File: config.mk
export PLATFORM = sky130hd
export DESIGN_NAME = direct_pixel_color_convert
export DESIGN_NICKNAME = d
export VERILOG_FILES = /design/src/rtl/dpc_pkg.sv /design/src/rtl/dpc_cfg_regs.sv /design/src/rtl/dpc_chan.sv /design/src/rtl/direct_pixel_color_convert.sv
export VERILOG_INCLUDE_DIRS = /design/src /design/src/rtl
export SDC_FILE = /design/constraint.sdc
export NUM_CORES = 2
export LEC_CHECK = 0
export ABC_AREA = 1
export BUFFER_PORTS_ARGS = -buffer_cell sky130_fd_sc_hd__buf_2
export CORE_MARGIN = 4
export CORE_UTILIZATION = 25
export CTS_BUF_LIST = sky130_fd_sc_hd__clkbuf_8
export DETAILED_ROUTE_END_ITERATION = 7
export SLEW_MARGIN = 20
export SYNTH_ARGS = -nofsm -noshare
export SYNTH_HDL_FRONTEND = slang
export SYNTH_SLANG_ARGS = --single-unit
File: constraint.sdc
create_clock -name i_clk -period 4.7 [get_ports i_clk]
set_clock_uncertainty 0.05 [all_clocks]
set_input_delay 0.47 -clock i_clk [delete_from_list [all_inputs] [get_ports i_clk]]
set_output_delay 0.47 -clock i_clk [all_outputs]
set_load 0.005 [all_outputs]
File: src/rtl/direct_pixel_color_convert_assert.svh
// assertion macros shared by the direct pixel color converter
// needs i_clk and i_rst_n in the scope of the module that uses them
`ifndef DIRECT_PIXEL_COLOR_CONVERT_ASSERT_SVH
`define DIRECT_PIXEL_COLOR_CONVERT_ASSERT_SVH

// same-cycle implication, off while reset is held
`define DPC_ASSERT_NOW(lbl, ante, cons, msg) \
    lbl: assert property (@(posedge i_clk) disable iff (!i_rst_n) (ante) |-> (cons)) \
        else $error(msg);

// next-cycle implication, off while reset is held
`define DPC_ASSERT_NEXT(lbl, ante, cons, msg) \
    lbl: assert property (@(posedge i_clk) disable iff (!i_rst_n) (ante) |=> (cons)) \
        else $error(msg);

`endif

File: src/rtl/dpc_pkg.sv
// shared types and constants of the direct pixel color converter
// no dependencies
package dpc_pkg;

    localparam int CHAN_W     = 16;
    localparam int PIX_W      = 32;
    localparam int SHIFT_W    = 5;
    localparam int WIDTH_W    = $clog2(CHAN_W + 1);
    localparam int NUM_CHAN   = 4;
    localparam int CH_IDX_W   = $clog2(NUM_CHAN);
    localparam int CFG_IDX_W  = 3;
    localparam int CFG_DATA_W = 16;

    // channel slots
    localparam logic [CH_IDX_W-1:0] CH_RED   = 2'd0;
    localparam logic [CH_IDX_W-1:0] CH_GREEN = 2'd1;
    localparam logic [CH_IDX_W-1:0] CH_BLUE  = 2'd2;
    localparam logic [CH_IDX_W-1:0] CH_ALPHA = 2'd3;

    // transaction kinds
    localparam logic KIND_PACK   = 1'b0;
    localparam logic KIND_UNPACK = 1'b1;

    // register indexes
    localparam logic [CFG_IDX_W-1:0] REG_RED_SHIFT   = 3'd0;
    localparam logic [CFG_IDX_W-1:0] REG_RED_MASK    = 3'd1;
    localparam logic [CFG_IDX_W-1:0] REG_GREEN_SHIFT = 3'd2;
    localparam logic [CFG_IDX_W-1:0] REG_GREEN_MASK  = 3'd3;
    localparam logic [CFG_IDX_W-1:0] REG_BLUE_SHIFT  = 3'd4;
    localparam logic [CFG_IDX_W-1:0] REG_BLUE_MASK   = 3'd5;
    localparam logic [CFG_IDX_W-1:0] REG_ALPHA_SHIFT = 3'd6;
    localparam logic [CFG_IDX_W-1:0] REG_ALPHA_MASK  = 3'd7;

    // per-channel format; width is the popcount of mask
    typedef struct packed {
        logic [SHIFT_W-1:0] shift;
        logic [CHAN_W-1:0]  mask;
        logic [WIDTH_W-1:0] width;
    } t_chan_cfg;

    localparam t_chan_cfg CFG_RESET [NUM_CHAN] = '{
        '{shift: 5'd16, mask: 16'h00ff, width: 5'd8},
        '{shift: 5'd8,  mask: 16'h00ff, width: 5'd8},
        '{shift: 5'd0,  mask: 16'h00ff, width: 5'd8},
        '{shift: 5'd24, mask: 16'h00ff, width: 5'd8}
    };

endpackage

File: src/rtl/dpc_cfg_regs.sv
// format registers: shift, mask and derived field width per channel
// depends on dpc_pkg
module dpc_cfg_regs
    import dpc_pkg::*;
(
    input  logic                  i_clk,
    input  logic                  i_rst_n,
    input  logic                  i_cfg_we,
    input  logic [CFG_IDX_W-1:0]  i_cfg_idx,
    input  logic [CFG_DATA_W-1:0] i_cfg_data,
    output t_chan_cfg             o_cfg [NUM_CHAN]
);

    t_chan_cfg          r_cfg [NUM_CHAN];
    t_chan_cfg          n_cfg [NUM_CHAN];
    logic [SHIFT_W-1:0] w_shift;
    logic [CHAN_W-1:0]  w_mask;
    logic [WIDTH_W-1:0] w_width;

    assign w_shift = i_cfg_data[SHIFT_W-1:0];
    assign w_mask  = i_cfg_data[CHAN_W-1:0];
    // width is counted once at write time, off the data path
    assign w_width = WIDTH_W'($countones(w_mask));

    always_comb begin
        n_cfg = r_cfg;
        if (i_cfg_we) begin
            case (i_cfg_idx)
                REG_RED_SHIFT:   n_cfg[CH_RED].shift   = w_shift;
                REG_GREEN_SHIFT: n_cfg[CH_GREEN].shift = w_shift;
                REG_BLUE_SHIFT:  n_cfg[CH_BLUE].shift  = w_shift;
                REG_ALPHA_SHIFT: n_cfg[CH_ALPHA].shift = w_shift;
                REG_RED_MASK: begin
                    n_cfg[CH_RED].mask  = w_mask;
                    n_cfg[CH_RED].width = w_width;
                end
                REG_GREEN_MASK: begin
                    n_cfg[CH_GREEN].mask  = w_mask;
                    n_cfg[CH_GREEN].width = w_width;
                end
                REG_BLUE_MASK: begin
                    n_cfg[CH_BLUE].mask  = w_mask;
                    n_cfg[CH_BLUE].width = w_width;
                end
                REG_ALPHA_MASK: begin
                    n_cfg[CH_ALPHA].mask  = w_mask;
                    n_cfg[CH_ALPHA].width = w_width;
                end
                default: ;
            endcase
        end
    end

    always_ff @(posedge i_clk) begin
        if (!i_rst_n) begin
            r_cfg <= CFG_RESET;
        end else begin
            r_cfg <= n_cfg;
        end
    end

    assign o_cfg = r_cfg;

endmodule

File: src/rtl/dpc_chan.sv
// one channel: pack a 16-bit color into its pixel field, unpack the field
// back to 16 bits by self-replication; depends on dpc_pkg
module dpc_chan
    import dpc_pkg::*;
(
    input  t_chan_cfg         i_cfg,
    input  logic [CHAN_W-1:0] i_color,
    input  logic [PIX_W-1:0]  i_pixel,
    output logic [PIX_W-1:0]  o_packed,
    output logic [CHAN_W-1:0] o_color
);

    logic [WIDTH_W-1:0] w_drop;
    logic [CHAN_W-1:0]  w_top;
    logic [PIX_W-1:0]   w_shifted;
    logic [CHAN_W-1:0]  w_field;

    // keep the top width bits; a zero width drops all sixteen
    assign w_drop   = WIDTH_W'(CHAN_W) - i_cfg.width;
    assign w_top    = i_color >> w_drop;
    assign o_packed = {{(PIX_W - CHAN_W){1'b0}}, w_top} << i_cfg.shift;

    assign w_shifted = i_pixel >> i_cfg.shift;
    assign w_field   = w_shifted[CHAN_W-1:0] & i_cfg.mask;

    // replicate at spans width, 2*width, 4*width, 8*width while below 16
    always_comb begin
        logic [WIDTH_W+2:0] span;
        logic [CHAN_W-1:0]  acc;
        acc = w_field;
        for (int k = 0; k < 4; k++) begin
            span = (WIDTH_W + 3)'(i_cfg.width) << k;
            if (span < (WIDTH_W + 3)'(CHAN_W)) begin
                acc = acc | (acc << span);
            end
        end
        o_color = (i_cfg.width == '0) ? '0 : acc;
    end

endmodule

File: src/rtl/direct_pixel_color_convert.sv
// top level of the direct pixel color converter: input register, four
// channel units, result register; depends on dpc_pkg, dpc_cfg_regs,
// dpc_chan and direct_pixel_color_convert_assert.svh
//
// Converts between 16-bit RGBA colors and packed 32-bit direct-format
// pixels. A transaction is taken at every rising edge with i_start high
// (o_busy is never raised), so a new conversion can enter each cycle. Each
// result passes the input and result registers and is shown on the result
// ports for one cycle with o_valid high; the receiver cannot stall, so it
// must take every result in that cycle. With i_kind low the four channels
// are packed into o_pixel_out and the color outputs read zero; with i_kind
// high i_pixel_in is unpacked into the four color outputs, each field
// widened to 16 bits by replicating itself, and o_pixel_out reads zero.
// The format lives in eight registers (shift and right-aligned mask per
// channel, red, green, blue, alpha), written through i_cfg_we / i_cfg_idx
// / i_cfg_data with no wait; write them only while no transaction is in
// flight. A channel whose mask is zero packs to nothing and unpacks to zero.
`include "direct_pixel_color_convert_assert.svh"

module direct_pixel_color_convert
    import dpc_pkg::*;
(
    input  logic                  i_clk,
    input  logic                  i_rst_n,
    // command side
    input  logic                  i_start,
    output logic                  o_busy,
    input  logic                  i_kind,
    input  logic [PIX_W-1:0]      i_pixel_in,
    input  logic [CHAN_W-1:0]     i_red_in,
    input  logic [CHAN_W-1:0]     i_green_in,
    input  logic [CHAN_W-1:0]     i_blue_in,
    input  logic [CHAN_W-1:0]     i_alpha_in,
    // format register write port
    input  logic                  i_cfg_we,
    input  logic [CFG_IDX_W-1:0]  i_cfg_idx,
    input  logic [CFG_DATA_W-1:0] i_cfg_data,
    // result side
    output logic                  o_valid,
    output logic [PIX_W-1:0]      o_pixel_out,
    output logic [CHAN_W-1:0]     o_red_out,
    output logic [CHAN_W-1:0]     o_green_out,
    output logic [CHAN_W-1:0]     o_blue_out,
    output logic [CHAN_W-1:0]     o_alpha_out
);

    // format registers
    t_chan_cfg         w_cfg [NUM_CHAN];

    // input register stage
    logic              r_in_valid;
    logic              r_in_kind;
    logic [PIX_W-1:0]  r_in_pixel;
    logic [CHAN_W-1:0] r_in_chan [NUM_CHAN];

    // channel unit outputs
    logic [PIX_W-1:0]  w_packed [NUM_CHAN];
    logic [CHAN_W-1:0] w_color  [NUM_CHAN];
    logic [PIX_W-1:0]  w_pixel_or;

    // result register stage
    logic              r_out_valid;
    logic [PIX_W-1:0]  r_pixel_out;
    logic [CHAN_W-1:0] r_chan_out [NUM_CHAN];

    logic              w_accept;

    // nothing ever holds a transaction off
    assign o_busy   = 1'b0;
    assign w_accept = i_start & ~o_busy;

    dpc_cfg_regs u_cfg_regs (
        .i_clk      (i_clk),
        .i_rst_n    (i_rst_n),
        .i_cfg_we   (i_cfg_we),
        .i_cfg_idx  (i_cfg_idx),
        .i_cfg_data (i_cfg_data),
        .o_cfg      (w_cfg)
    );

    // capture the transaction; payload needs no reset
    always_ff @(posedge i_clk) begin
        if (!i_rst_n) begin
            r_in_valid <= 1'b0;
        end else begin
            r_in_valid <= w_accept;
        end
    end

    always_ff @(posedge i_clk) begin
        if (w_accept) begin
            r_in_kind           <= i_kind;
            r_in_pixel          <= i_pixel_in;
            r_in_chan[CH_RED]   <= i_red_in;
            r_in_chan[CH_GREEN] <= i_green_in;
            r_in_chan[CH_BLUE]  <= i_blue_in;
            r_in_chan[CH_ALPHA] <= i_alpha_in;
        end
    end

    // one pack/unpack unit per channel, all in parallel
    for (genvar g = 0; g < NUM_CHAN; g++) begin : g_chan
        dpc_chan u_chan (
            .i_cfg    (w_cfg[g]),
            .i_color  (r_in_chan[g]),
            .i_pixel  (r_in_pixel),
            .o_packed (w_packed[g]),
            .o_color  (w_color[g])
        );
    end

    // overlapping fields simply merge
    assign w_pixel_or = w_packed[CH_RED] | w_packed[CH_GREEN]
                      | w_packed[CH_BLUE] | w_packed[CH_ALPHA];

    always_ff @(posedge i_clk) begin
        if (!i_rst_n) begin
            r_out_valid <= 1'b0;
        end else begin
            r_out_valid <= r_in_valid;
        end
    end

    // the unused side of the result reads zero
    always_ff @(posedge i_clk) begin
        if (r_in_valid) begin
            r_pixel_out <= (r_in_kind == KIND_PACK) ? w_pixel_or : '0;
            for (int c = 0; c < NUM_CHAN; c++) begin
                r_chan_out[c] <= (r_in_kind == KIND_UNPACK) ? w_color[c] : '0;
            end
        end
    end

    assign o_valid     = r_out_valid;
    assign o_pixel_out = r_pixel_out;
    assign o_red_out   = r_chan_out[CH_RED];
    assign o_green_out = r_chan_out[CH_GREEN];
    assign o_blue_out  = r_chan_out[CH_BLUE];
    assign o_alpha_out = r_chan_out[CH_ALPHA];

    // every captured transaction leaves as exactly one result in the next cycle
    `DPC_ASSERT_NEXT(a_result_follows, r_in_valid, r_out_valid, "captured transaction lost")
    `DPC_ASSERT_NEXT(a_no_phantom, !r_in_valid, !r_out_valid, "result without transaction")
    // one side of every result is zero
    `DPC_ASSERT_NOW(a_one_side_zero, o_valid, (o_pixel_out == '0) || ((o_red_out | o_green_out | o_blue_out | o_alpha_out) == '0), "both result sides nonzero")
    // a zero-width red field unpacks to zero
    `DPC_ASSERT_NEXT(a_red_zero_width, r_in_valid && (r_in_kind == KIND_UNPACK) && (w_cfg[CH_RED].width == '0), o_red_out == '0, "zero-width red field not zero")

endmodule
# After elaboration in Yosys (flattened, before gate mapping)

Memory sizes are Yosys's and may differ from the RTL's.
Cells that the tools add are included.

Register bits after elaboration: 171
RAM bits: 128
Input port bits: 120
Output and inout bits: 98
Memories: 2

Add/sub/neg operators: 19
$lt $le $gt $ge: 16
Eq/ne operators: 7
Shift operators: 28
Muxes and demuxes: 28
Bitwise gates (word level): 23
Reductions and logical operators: 13

Memory list:

| name       | words | bits a word | read ports | clocked after memory_dff | write ports | line                             | RTL |
|---|---|---|---|---|---|---|---|
| r_chan_out | 4     | 16          | 4          | 0                        | 4           | direct_pixel_color_convert.sv:64 | `logic [CHAN_W-1:0] r_chan_out [NUM_CHAN];` |
| r_in_chan  | 4     | 16          | 4          | 0                        | 4           | direct_pixel_color_convert.sv:54 | `logic [CHAN_W-1:0] r_in_chan [NUM_CHAN];` |

Operators with widths:

| operator              | count |
|---|---|
| $mux W16              | 24 |
| $or A16 B16 Y16       | 16 |
| $shl A16 B5 Y32       | 4 |
| $shr A32 B5 Y16       | 4 |
| $or A32 B32 Y32       | 3 |
| $and A16 B16 Y16      | 4 |
| $shl A16 B5 Y16       | 4 |
| $shl A16 B6 Y16       | 4 |
| $shl A16 B7 Y16       | 4 |
| $shl A16 B8 Y16       | 4 |
| $shr A16 B5 Y16       | 4 |
| $add A5 B5 Y5         | 7 |
| $lt A8 B5 Y1 const B  | 4 |
| $lt A7 B5 Y1 const B  | 4 |
| $lt A6 B5 Y1 const B  | 4 |
| $logic_not A5 Y1      | 4 |
| $lt A5 B5 Y1 const B  | 4 |
| $sub A5 B5 Y5 const A | 4 |
| $add A1 B1 Y2         | 8 |
| $reduce_and A2 Y1     | 8 |
| $eq A3 B3 Y1 const B  | 4 |
| $eq A3 B2 Y1 const B  | 2 |
| $mux W1               | 4 |
| $eq A3 B1 Y1 const B  | 1 |
| $logic_not A3 Y1      | 1 |

# Longest topological paths before layout

Word-level depth: 16
Gate-level depth with buffers: 30
Gate-level depth less buffers: 28

# Cells and area by module

Synthesis repeated with hierarchy kept, for this count alone.

Cell total of the unflattened synthesis: 5,229
Area total of the unflattened synthesis: 31,026.0 um2

By module, submodules not included:

| module                           | times used | cells each | area each (um2) | seq. area each (um2) |
|---|---|---|---|---|
| dpc_chan at g_chan[0].u_chan ... | 2          | 1,063      | 4,963.5         | 0.0 |
| direct_pixel_color_convert       | 1          | 436        | 6,947.9         | 5,835.6 |
| dpc_chan at g_chan[3].u_chan     | 1          | 1,089      | 5,073.6         | 0.0 |
| dpc_chan at g_chan[2].u_chan     | 1          | 1,069      | 4,859.7         | 0.0 |
| dpc_cfg_regs                     | 1          | 509        | 4,217.8         | 2,082.0 |

# Least setup slack after synthesis

OpenSTA, ideal clock, no wires.

Path type: reg-to-reg
From: reg u_cfg_regs.r_cfg (netlist bit u_cfg_regs.o_cfg[78])
To: reg r_pixel_out[25], in the netlist o_pixel_out[25], data pin
Setup time: 0.270 ns
Data arrival time: 3.613 ns
Required time: 4.380 ns
Path slack: 0.767 ns
Cell stages (with the launch flop): 25
Path buffers: 5
Period minus slack after synthesis: 3.933 ns
Path through: dfxtp_1 buf_2 inv_2 buf_2 buf_2 buf_2 buf_1 ha_1 nand2_1 nor2_1 ha_1 inv_1 nor2_4 inv_1 a21oi_1 a21oi_1 nand2_1 o21ai_0 o21ai_0 nand2_1 o21ai_0 o21ai_0 o22ai_1 nor4b_1 a21oi_1

Cells in the longest elaborated chain, start to end: 6

Ends and longest elaborated chain:

| element                      | line                              | RTL |
|---|---|---|
| from (decl)                  | dpc_cfg_regs.sv:14                | `t_chan_cfg r_cfg [NUM_CHAN];` |
| from (signal assigned)       | dpc_cfg_regs.sv:58                | `r_cfg <= n_cfg;` |
| $sub A5 B5 Y5                | dpc_chan.sv:19                    | `assign w_drop = WIDTH_W'(CHAN_W) - i_cfg.width;` |
| $shr A16 B5 Y16              | dpc_chan.sv:20                    | `assign w_top = i_color >> w_drop;` |
| $shl A16 B5 Y32              | dpc_chan.sv:21                    | `assign o_packed = {{(PIX_W - CHAN_W){1'b0}}, w_top} << i_cfg.shift;` |
| $or A32 B32 Y32              | direct_pixel_color_convert.sv:113 | `assign w_pixel_or = w_packed[CH_RED] \| w_packed[CH_GREEN]` |
| $or A32 B32 Y32 (2 in a row) | direct_pixel_color_convert.sv:114 | `\| w_packed[CH_BLUE] \| w_packed[CH_ALPHA];` |
| to (signal assigned)         | direct_pixel_color_convert.sv:127 | `r_pixel_out <= (r_in_kind == KIND_PACK) ? w_pixel_or : '0;` |
| to (decl)                    | direct_pixel_color_convert.sv:63  | `logic [PIX_W-1:0] r_pixel_out;` |

Every way passes these cells.
A chain may end at the register's enable or synchronous reset.

# Worst setup path after layout

From: in i_cfg_data[5]
To: reg u_cfg_regs.r_cfg (netlist bit u_cfg_regs.o_cfg[81])

Cells in the longest elaborated chain, start to end: 4

Ends and longest elaborated chain:

| element                                          | line                             | RTL |
|---|---|---|
| from (decl)                                      | direct_pixel_color_convert.sv:37 | `input logic [CFG_DATA_W-1:0] i_cfg_data,` |
| $add A1 B1 Y2 (not written as such)              | dpc_cfg_regs.sv:23               | `assign w_width = WIDTH_W'($countones(w_mask));` |
| $add A5 B5 Y5 (not written as such) (3 in a row) | dpc_cfg_regs.sv:23               |  |

Every way passes these cells.

==> impl_metrics.ini <==
[drt]
final_antenna_net_count = 0
drt_wl_total_um = 135000
vias = 35100
wl_per_cell_um = 20.2
drc = 0
via_per_inst = 5.26
drt_pass1_iterations = 8
drt-initial-drc-count = 3993

[floorplan]
dieHeight_um = 351
initial_core_util_pct = 25.3
dieArea_um2 = 123000
row_count = 125
core_area_um2 = 116000
die_w_um = 351
num_io_pins = 218

[clocking]
cts_resized = 0
cts_buffers = 60
cts_htree_levels = 2
clk_path_buf_depth = 3
root_buffer = clkbuf_8
clock_sinks = 299
clock_latency_ns = 0.78
path_clk_slew_ns = 0.07
cts_tree = yes

[synth]
yosys-top-cells-count = 1773 x nand2_1, 753 x nand3_1, 410 x o21ai_0
synthFlopType = edfxtp_1
synth_cells = 4885
synth_top_cell_area_share_pct = 22.6
synth_warnings = 0
ys_types = 69
syn-num-nets = 5041
yosysTopAreaCell = nand2_1
synth_edf_count = 193
async_flop_share_pct = 0
synth.top_cells.by_area = nand2_1 23%, edfxtp_1 20%, nand3_1 13%
synth_seq_area_share_pct = 26.9
synth.most_common_cell = nand2_1
ys_seq_elements = 299
synth_area_um2 = 29400
synth.avg_cell_area_um2 = 6.02

[placed_design]
dpl.hpwl_um = 104000
place_congestion = 1.02
io_buffer_count = 216

[finish]
finalNetCount = 5254
area_delta_synth_final_pct = 16.6
fin_util_pct = 29.4
drive_above_1_share_pct = 11.4

[power]
p_switching_uw = 4480
powerDensity_nw_per_um2 = 309
p_clk_share_pct = 30.0
seq_power_share_pct = 30.4
intPower_uw = 6100
leakagePower_uw = 0.0155
irDropWorstVdd_v = 0.000237
comb_power_share_pct = 39.7
p_sw_share_pct = 42.4

[sta]
maxClockFrequency_ghz = 0.237
slew_violations = 0
rsz0062_at_grt = false
hold_violations = 0
setup_viol = 0
fin_crit_ns = 4.22
slew-limit-headroom_pct = 33.0
final.period_utilization_pct = 89.7
setup_tns_ns = 0
worst_pin_slew_ns = 1.01

[worst_setup_path]
rr_startpoint = u_cfg_regs.o_cfg[28]$_SDFFE_PN0P_
r2r-end = o_pixel_out[30]$_SDFFCE_PP0P_
cp.required_ns = 5.29
crit_path_end_kind = register
worstSetupPathType = in -> reg
start_kind = input pin
rrSetupSlack_ns = 0.48
rr_worst_depth = 18
cp_max_fo = 5
critPathArrivalTime_ns = 4.81

[grt]
grt_max_degree = 67
grtUsageTotal_pct = 21.1
grt_pass1_wl_um = 201000
grt_antenna_before_repair = 7
grt_overflow = 0
grt_pass1_vias = 32300

[outcome]
status = completed

[hold_path]
hold_end = u_cfg_regs.o_cfg[66]$_SDFFE_PN0P_
holdCritPathClass = in -> reg
holdPathStages = 3
hold_start = i_cfg_data[9]

[flow_run]
max_cap_viol_count = 0
==> worst max-delay path, cell delays in order <==
cell and delay [ns]:
dlygate4sd3_1 0.52, buf_2 0.28, ha_1 0.21, inv_1 0.05, fa_1 0.48, fa_1 0.54
inv_1 0.05, fa_1 0.45, fa_1 0.50, ha_1 0.17, inv_1 0.07, fa_1 0.43
xnor2_1 0.34, a21oi_1 0.14, o21ai_0 0.10
==> per-stage QoR <==
step | power (uW) | cells | cell area (um2) | hold WS [ns] | worst slack [ns]
final | 10600 | 6678 | 34300 | 0.0954 | 0.485
after global routing | 11300 | 6674 | 34200 | 0.0545 | 0.212
after CTS | 10600 | 6672 | 34200 | 0.0351 | 0.512
after detailed placement | 7290 | 6456 | 31800 | 0.425 | 0.370
after global placement | 7290 | 6456 | 31800 | 0.411 | 0.343
after floorplan | 5860 | 4885 | 29400 | 0.398 | 0.767
==> state kept, by name, summed over array words and instances (netlist names) <==
name              flops
r_in_chan            64
o_valid               1
r_in_valid            1
r_in_kind             1
r_in_pixel           32
u_cfg_regs.o_cfg    104
o_pixel_out          32
r_chan_out           64
==> worst max-delay path by stage <==
| stage | startpoint | endpoint | slack [ns] |
|---|---|---|---|
| final | i_cfg_data[5] | u_cfg_regs.o_cfg[81]$_SDFFE_PN1P_ | 0.48 |
| after floorplan | u_cfg_regs.o_cfg[78]$_SDFFE_PN0P_ | o_pixel_out[25]$_SDFFCE_PP0P_ | 0.77 |
| after detailed placement | i_cfg_data[5] | u_cfg_regs.o_cfg[81]$_SDFFE_PN1P_ | 0.37 |
| after global placement | i_cfg_data[2] | u_cfg_regs.o_cfg[81]$_SDFFE_PN1P_ | 0.34 |
| after global routing | u_cfg_regs.o_cfg[27]$_SDFFE_PN0P_ | o_pixel_out[30]$_SDFFCE_PP0P_ | 0.21 |
| after CTS | u_cfg_regs.o_cfg[27]$_SDFFE_PN0P_ | o_pixel_out[30]$_SDFFCE_PP0P_ | 0.51 |
==> power groups by stage <==
stage	Clock (uW)	Combinational [uW]	Sequential, uW
detailed placement	0	4020	3260
floorplan	0	2690	3170
global route	3400	4620	3230
finish	3170	4190	3210
global placement	0	4030	3260
CTS	3310	4110	3210
==> metal layers <==
layer	vias to the layer above	wire, um	global-route usage, %
li1	16900	-	-
met1	16300	58600	28.7
met4	0	5270	8.27
met2	1672	59300	33.2
met3	234	11600	3.58
met5	-	0	0
==> placed cells by master, fill, tap and decap left out, types with 9 or more instances in the layout <==
| cell | synthesis | final |
|---|---|---|
| edfxtp_1 | 193 | 193 |
| o22ai_1 | 27 | 27 |
| ha_1 | 25 | 25 |
| inv_1 | 279 | 289 |
| or2_2 | 16 | 16 |
| o21ai_1 | 96 | 96 |
| a21oi_1 | 179 | 179 |
| nand2_2 | 18 | 18 |
| fa_1 | 11 | 11 |
| mux2i_1 | 38 | 38 |
| nand3_1 | 753 | 753 |
| bufinv_16 | 0 | 10 |
| nor3_1 | 13 | 13 |
| a31oi_1 | 22 | 22 |
| o21ai_0 | 410 | 410 |
| a221oi_1 | 10 | 10 |
| o21ai_2 | 16 | 16 |
| dfxtp_1 | 106 | 100 |
| dlygate4sd3_1 | 0 | 104 |
| clkinv_1 | 7 | 18 |
| o211ai_2 | 10 | 10 |
| inv_2 | 38 | 38 |
| clkbuf_8 | 0 | 60 |
| o211ai_1 | 47 | 47 |
| buf_4 | 26 | 123 |
| nor2_1 | 325 | 323 |
| nand2_1 | 1773 | 1773 |
| nor2_2 | 7 | 9 |
| clkinv_2 | 0 | 11 |
| o21a_1 | 11 | 11 |
| nand4_1 | 40 | 40 |
| nand3_2 | 15 | 15 |
| buf_2 | 85 | 215 |
==> logic make-up after synthesis <==
| group | synth area share, % |
|---|---|
| other cells | 0.0128 |
| xor+xnor | 0.226 |
| flops | 26.9 |
| compound gates | 17.6 |
| mux | 1.29 |
| simple gates | 42.9 |
| fa+ha+maj | 1.81 |
| buf+inv | 9.24 |
==> cell type report <==
class	count	area [um2]
Antenna cell	6	15.0
Clock buffer	60	826
Clock inverter	52	532
Fill cell	13200	82100
Inverter	326	1230
Multi-Input combinational cell	3968	18800
Sequential cell	299	7930
Tap cell	1524	1910
Timing Repair Buffer	443	3060
==> what timing repair did <==
action                    CTS  global route
hold buffers              104             0
buffers inserted            0             0
hold endpoints to repair  111             0
(Power assumes the default switching activity.)
